### config.mk
export PLATFORM = sky130hd
export DESIGN_NAME = gffr_front
export DESIGN_NICKNAME = d
export VERILOG_FILES = /design/src/rtl/core/gffr_pkg.sv /design/src/rtl/core/gffr_front.sv
export VERILOG_INCLUDE_DIRS = /design/src /design/src/rtl/core
export SDC_FILE = /design/constraint.sdc
export NUM_CORES = 1
export LEC_CHECK = 0
export BUFFER_PORTS_ARGS = -buffer_cell sky130_fd_sc_hd__buf_4
export CORE_UTILIZATION = 35
export DETAILED_ROUTE_END_ITERATION = 6
export SLEW_MARGIN = 5
export SYNTH_ARGS = -nofsm -noshare
export SYNTH_HDL_FRONTEND = slang
export SYNTH_SLANG_ARGS = --single-unit
### constraint.sdc
create_clock -name clk -period 2.04 [get_ports clk]
set_input_delay 0.408 -clock clk [delete_from_list [all_inputs] [get_ports clk]]
set_output_delay 0.408 -clock clk [all_outputs]
set_load 0.005 [all_outputs]
### src/rtl/core/assert_macros.svh
// Shared assertion macros for the core.
`ifndef ASSERT_MACROS_SVH
`define ASSERT_MACROS_SVH

// Property checked on every rising clk edge, muted while in reset.
`define CHK_ALWAYS(lbl, prop, msg) \
	lbl: assert property (@(posedge clk) disable iff (!arst_n) (prop)) else $error(msg);

// Implication checked on every rising clk edge, muted while in reset.
`define CHK_IMPL(lbl, ante, cons, msg) \
	lbl: assert property (@(posedge clk) disable iff (!arst_n) (ante) |-> (cons)) \
		else $error(msg);

`endif

### src/rtl/core/gffr_pkg.sv
`default_nettype none
package gffr_pkg;

	localparam int DEF_MAX_ROWS = 64;
	localparam int DEF_MAX_COLS = 64;

	localparam int QUEUE_DEPTH = 4;

	localparam logic [7:0] CH_WALL = 8'h31;
	localparam logic [7:0] CH_COIN = 8'h43;
	localparam logic [7:0] CH_EXIT = 8'h45;

	localparam logic [1:0] CLS_OPEN   = 2'd0;
	localparam logic [1:0] CLS_WALL   = 2'd1;
	localparam logic [1:0] CLS_TARGET = 2'd2;

	localparam logic [1:0] REG_MAP_ROWS  = 2'd0;
	localparam logic [1:0] REG_MAP_COLS  = 2'd1;
	localparam logic [1:0] REG_START_ROW = 2'd2;
	localparam logic [1:0] REG_START_COL = 2'd3;

	typedef struct packed {
		logic [1:0] cls;
		logic       last;
	} q_entry_t;

	typedef enum logic [3:0] {
		ST_LOAD,
		ST_CLEAR,
		ST_TRY_MUL,
		ST_TRY_RD,
		ST_TRY_CHK,
		ST_POP,
		ST_POP_WAIT,
		ST_NB_SEL,
		ST_SCAN_RD,
		ST_SCAN_CHK
	} back_state_t;

	function automatic logic [1:0] classify(input logic [7:0] t);
		if (t == CH_WALL) return CLS_WALL;
		if (t == CH_COIN || t == CH_EXIT) return CLS_TARGET;
		return CLS_OPEN;
	endfunction

endpackage
`default_nettype wire

### src/rtl/core/gffr_front.sv
`default_nettype none
`include "assert_macros.svh"
module gffr_front import gffr_pkg::*; (
	input  wire logic       clk,
	input  wire logic       arst_n,
	input  wire logic [7:0] tile,
	input  wire logic       last_cell,
	input  wire logic       in_valid,
	output logic            in_stall,
	output logic            q_valid,
	output q_entry_t        q_data,
	input  wire logic       q_pop
);

	localparam int PW = (QUEUE_DEPTH > 1) ? $clog2(QUEUE_DEPTH) : 1;
	localparam int CW = $clog2(QUEUE_DEPTH + 1);

	q_entry_t        slot_q [QUEUE_DEPTH];
	logic [PW-1:0]   wr_q, rd_q;
	logic [CW-1:0]   count_q;
	logic            push;

	assign in_stall = (count_q == CW'(QUEUE_DEPTH));
	assign push     = in_valid && !in_stall;
	assign q_valid  = (count_q != '0);
	assign q_data   = slot_q[rd_q];

	always_ff @(posedge clk) begin
		if (push) begin
			slot_q[wr_q].cls  <= classify(tile);
			slot_q[wr_q].last <= last_cell;
		end
	end

	always_ff @(posedge clk or negedge arst_n) begin
		if (!arst_n) begin
			wr_q    <= '0;
			rd_q    <= '0;
			count_q <= '0;
		end else begin
			if (push) wr_q <= (wr_q == PW'(QUEUE_DEPTH - 1)) ? '0 : wr_q + 1'b1;
			if (q_pop) rd_q <= (rd_q == PW'(QUEUE_DEPTH - 1)) ? '0 : rd_q + 1'b1;
			if (push && !q_pop) count_q <= count_q + 1'b1;
			else if (!push && q_pop) count_q <= count_q - 1'b1;
		end
	end

	`CHK_ALWAYS(a_q_bound, count_q <= CW'(QUEUE_DEPTH), "queue count over depth")
	`CHK_IMPL(a_pop_nonempty, q_pop, q_valid, "pop from empty queue")

endmodule
`default_nettype wire

* After elaboration in Yosys (flattened, before gate mapping)
Memory sizes are Yosys's and may differ from the RTL's.
Cells that the tools add are included.
Widths: inputs -> output; s select.
** Operators by class
- Add/sub/neg operators :: 4
- Equality and inequality tests :: 6
- Muxes and demuxes :: 16
- Reductions and logical operators :: 9
** Operator list (number)
- $eq 8x7->1 const B :: 2
- $mux 2 :: 7
- $eq 8x6->1 const B :: 1
- $mux 1 :: 7
- $mux 3 :: 2
- $add 2x1->2 const B :: 2
- $eq 2x2->1 const B :: 2
- $add 3x1->3 const B :: 1
- $eq 3x3->1 const B :: 1
- $logic_and 1x1->1 :: 3
- $logic_not 1->1 :: 3
- $reduce_bool 3->1 :: 1
- $sub 3x1->3 const B :: 1
- $reduce_bool 2->1 :: 1
- $logic_or 1x1->1 :: 1
** Storage, ports and cells
- Register bits after elaboration :: 7
- Memory bits (writable) :: 12
- Input bits :: 13
- Output and inout port bits :: 5
- Word-level logic and storage cells :: 39
- Memories :: 1
** Memory list
- slot_q :: words 4, bits a word 3, rd ports 1, clocked after Yosys merged registers in 0, wr ports 1, line gffr_front.sv:18 : q_entry_t slot_q [QUEUE_DEPTH];

* Logic depth before layout (Yosys ltp)
- Depth after elaboration :: 9
- Mapped depth :: 9
- Gate-level depth less buffers :: 8

* Least setup slack after synthesis
Ideal clock, no wire load.
- Path kind :: reg2reg
- Start :: register count_q[0]
- End :: register count_q[1]
- Library setup time :: 0.125 ns
- Data arrival time :: 1.750 ns
- Required time :: 1.915 ns
- Path slack :: 0.165 ns
- Stages on the path, launching flop included :: 8
- Path buffers :: 1
- Period minus slack after synthesis :: 1.875 ns
- Cells stage by stage :: dfrtp_1 nor3b_4 nor2b_2 buf_6 ha_1 inv_1 fa_1 mux2_2
** On the way
- Word-level cells in the longest chain between the ends :: 6
- Elaborated cells between the ends (all ways) :: 11
- Classes of those cells :: add/sub: 2; eq/ne: 1; mux: 2; reduce/logical: 6
** RTL lines
- from (decl) :: line gffr_front.sv:20 : logic [CW-1:0] count_q;
- from (signal assigned) :: line gffr_front.sv:43 : if (push && !q_pop) count_q <= count_q + 1'b1;
- from (signal assigned) :: line gffr_front.sv:44 : else if (!push && q_pop) count_q <= count_q - 1'b1;
- $eq 3x3->1 (*) :: line gffr_front.sv:23 : assign in_stall = (count_q == CW'(QUEUE_DEPTH));
- named net in_stall :: line gffr_front.sv:9 : output logic in_stall,
- $logic_not 1->1 (*) :: line gffr_front.sv:24 : assign push = in_valid && !in_stall;
- $logic_and 1x1->1 (*) :: line gffr_front.sv:24
- named net push :: line gffr_front.sv:21 : logic push;
- $logic_not 1->1 :: line gffr_front.sv:44
- $logic_and 1x1->1 :: line gffr_front.sv:44
- $reduce_bool 2->1 (no source line)
Mark *: on every way through the listed nets, which the timed path passes. The rest lies on a longest branch. The select of a mux whose other input is x is not followed.
A chain may end at the register's enable or synchronous reset.

==> flow_metrics.env <==
export IMPL_fin_nets=103
export IMPL_antenna_cells=0
export IMPL_seqPwrFrac_pct=48.6
export IMPL_cts_tree="yes"
export IMPL_synthesis_instances=60
export IMPL_crit_path_start_kind="flop"
export IMPL_grt_pass1_wl_mm=2.40
export IMPL_dr_pass1_iters=4
export IMPL_synth_seq_area_share_pct=57.4
export IMPL_p_switching_mw=0.409
export IMPL_clk_pin_slew_ns=0.11
export IMPL_grt_pass1_vias=553
export IMPL_routabilityCongestion=0.651
export IMPL_fill_cells=227
export IMPL_die_w_um=53.6
export IMPL_grt_setup_unrepaired="no"
export IMPL_max_freq_mhz=529
export IMPL_routedWlPerCell_um=12.1
export IMPL_period_minus_slack_ns=1.89
export IMPL_drc_errors=0
export IMPL_overflow=0
export IMPL_min_period_over_period_pct=92.6
export IMPL_ys_warn_count=0
export IMPL_port_buffer_count=17
export IMPL_dp_hpwl_mm=1.08
export IMPL_drive_above_1_share_pct=43.9
export IMPL_maxCapViolations=0
export IMPL_grtUsageTotal_pct=12.3
export IMPL_finalSetupViolations=0
export IMPL_cp_data_arrival_time_ns=1.48
export IMPL_core_area_um2=2500
export IMPL_viasPerCell=4.53
export IMPL_synth_area_um2=933
export IMPL_power_frac_comb_pct=37.1
export IMPL_ir_drop_mv=0.621
export IMPL_syn_nets=80
export IMPL_cp_required_ns=1.63
export IMPL_fin_worst_skew_ns=0.00160
export IMPL_relSlewSlack_pct=73.3
export IMPL_grt_max_degree=13
export IMPL_worstMarginPinSlew_ns=0.398
export IMPL_status="complete, no violations"
export IMPL_power_total_mw=1.33
export IMPL_drv_slew=0
export IMPL_postRouteAntennaNets=0
export IMPL_layout_common_cells="buf_4 (18), edfxtp_1 (12), dfrtp_1 (7)"
export IMPL_rows=18
export IMPL_cts_sinks=19
export IMPL_clockPowerShare_pct=14.3
export IMPL_clock_latency_ns=0.29
export IMPL_multi_input_area_um2=372
export IMPL_crit_fanout=6
export IMPL_pin_count=18
export IMPL_start_util_pct=37.3
export IMPL_syn_avg_cell_area_um2=15.6
export IMPL_numCtsBuffers=3
export IMPL_wl_mm=1.35
export IMPL_regArea_um2=536
export IMPL_critPathKind="flop to primary output"
export IMPL_dieHeight_um=53.6
export IMPL_ys_ff_latch=19
export IMPL_ctsLongestPathBuffers=2
export IMPL_synth_cell_types=21
export IMPL_p_int_mw=0.920
export IMPL_htree_levels=1
export IMPL_finalSetupTns_ns=0
export IMPL_layout_commonest_cell="buf_4"
export IMPL_antenna_found_initial=0
export IMPL_drt_iter0_drc=7
export IMPL_power_density_nw_per_um2=1170
export IMPL_switching_share_pct=30.8
export IMPL_root_buffer="clkbuf_4"
export IMPL_cellLeakagePower_nw=0.482
export IMPL_min_path_type="input port to flop"
export IMPL_area_delta_synth_final_pct=21.6
export IMPL_hold_viol_final=0
export IMPL_crit_path_end_kind="primary output"
export IMPL_via_count=507
export IMPL_dieArea_um2=2880
[through the flow]
stage / setup slack, ns / instance area [µm²] / hold WS (ns) / cells / util [%]
after global placement: 0.252 / 1090 / 0.226 / 107 / 43.8
after global routing: 0.0283 / 1130 / 0.295 / 112 / 45.4
after floorplan: 0.165 / 933 / 0.112 / 60 / -
after detailed placement: 0.229 / 1090 / 0.228 / 107 / 43.8
final: 0.151 / 1130 / 0.313 / 112 / 45.4
after CTS: 0.109 / 1130 / 0.306 / 112 / 45.4
[critical path: stages (launching register included)]
cell and delay [ns]:
dfrtp_1 0.51, mux4_2 0.54, buf_4 0.15
[cell families (layout without fill, tap and decap cells)]
family | after synthesis | count (layout) | synth area share (%)
flip-flops | 19 | 19 | 57.4
AND/OR/NAND/NOR | 17 | 17 | 12.2
adder cells (fa/ha/maj) | 7 | 7 | 10.2
multiplexers | 7 | 7 | 12.9
buffers and inverters | 5 | 27 | 2.81
XOR/XNOR | 4 | 4 | 3.75
AO/OA/AOI/OAI | 1 | 1 | 0.805
[cell type report]
type | count | area share (%)
tap | 30 | 3.31
clock buffer | 3 | 1.98
clock inverter | 1 | 0.662
multi-input combinational | 36 | 32.7
sequential | 19 | 47.2
timing repair buffer | 19 | 12.8
inverter | 4 | 1.32
[cells in the mapped netlist]
cell type  count  area share (%)
xor2_1         3             2.8
dfrtp_1        7              19
and2_2         4             3.2
nor3_1         2             1.1
inv_1          4             1.6
mux2_2         2             2.4
nand4bb_1      1             1.2
nand3_1        1            0.54
buf_6          1             1.2
a21o_1         1            0.80
nand2_1        1            0.40
or3_2          1            0.80
fa_1           1             2.1
xnor2_1        1            0.94
nor2b_2        1            0.94
mux2_4         2             3.2
ha_1           6             8.0
edfxtp_1      12              39
mux4_2         3             7.2
nor3b_4        1             2.0
nor2_1         5             2.0
[power groups by stage]
stage	sequential (mW)	combinational (mW)	clock [mW]
after floorplan	0.629	0.357	0
after global placement	0.658	0.489	0
after detailed placement	0.660	0.497	0
after CTS	0.652	0.504	0.196
after global routing	0.672	0.562	0.218
final	0.646	0.493	0.190
[registers in the layout, indices dropped and copies added, names as in the netlist]
| name | cells |
|---|---|
| count_q | 3 |
| rd_q | 2 |
| slot_q | 12 |
| wr_q | 2 |
[metal layers]
| layer | vias to the layer above | global-route usage [%] | share of wire [%] |
|---|---|---|---|
| li1 | 258 | - | - |
| met1 | 240 | 15.4 | 45 |
| met2 | 7 | 20.0 | 51 |
| met3 | 2 | 1.69 | 1.6 |
| met4 | 0 | 7.89 | 2.0 |
| met5 | - | 0 | 0 |
[final timing paths]
| check | from | depth (start not counted) | endpoint | slack (ns) |
|---|---|---|---|---|
| min | last_cell | 1 | slot_q[2][0] | 0.31 |
| min in group asynchronous | arst_n | 2 | rd_q[0] | 0.45 |
| max | rd_q[0] | 2 | q_data[0] | 0.15 |
| max in group asynchronous | arst_n | 2 | count_q[2] | 1.47 |
| min reg2reg | count_q[2] | 1 | count_q[2] | 0.49 |
| max reg2reg | count_q[0] | 6 | count_q[1] | 0.23 |
[repair_timing]
action | 4_1_cts | 5_1_grt
resized for setup | 0 | 0
hold buffers | 1 | 0
hold endpoints to repair | 7 | 0
setup buffers | 0 | 0
Power figures use the tool's default switching activity.
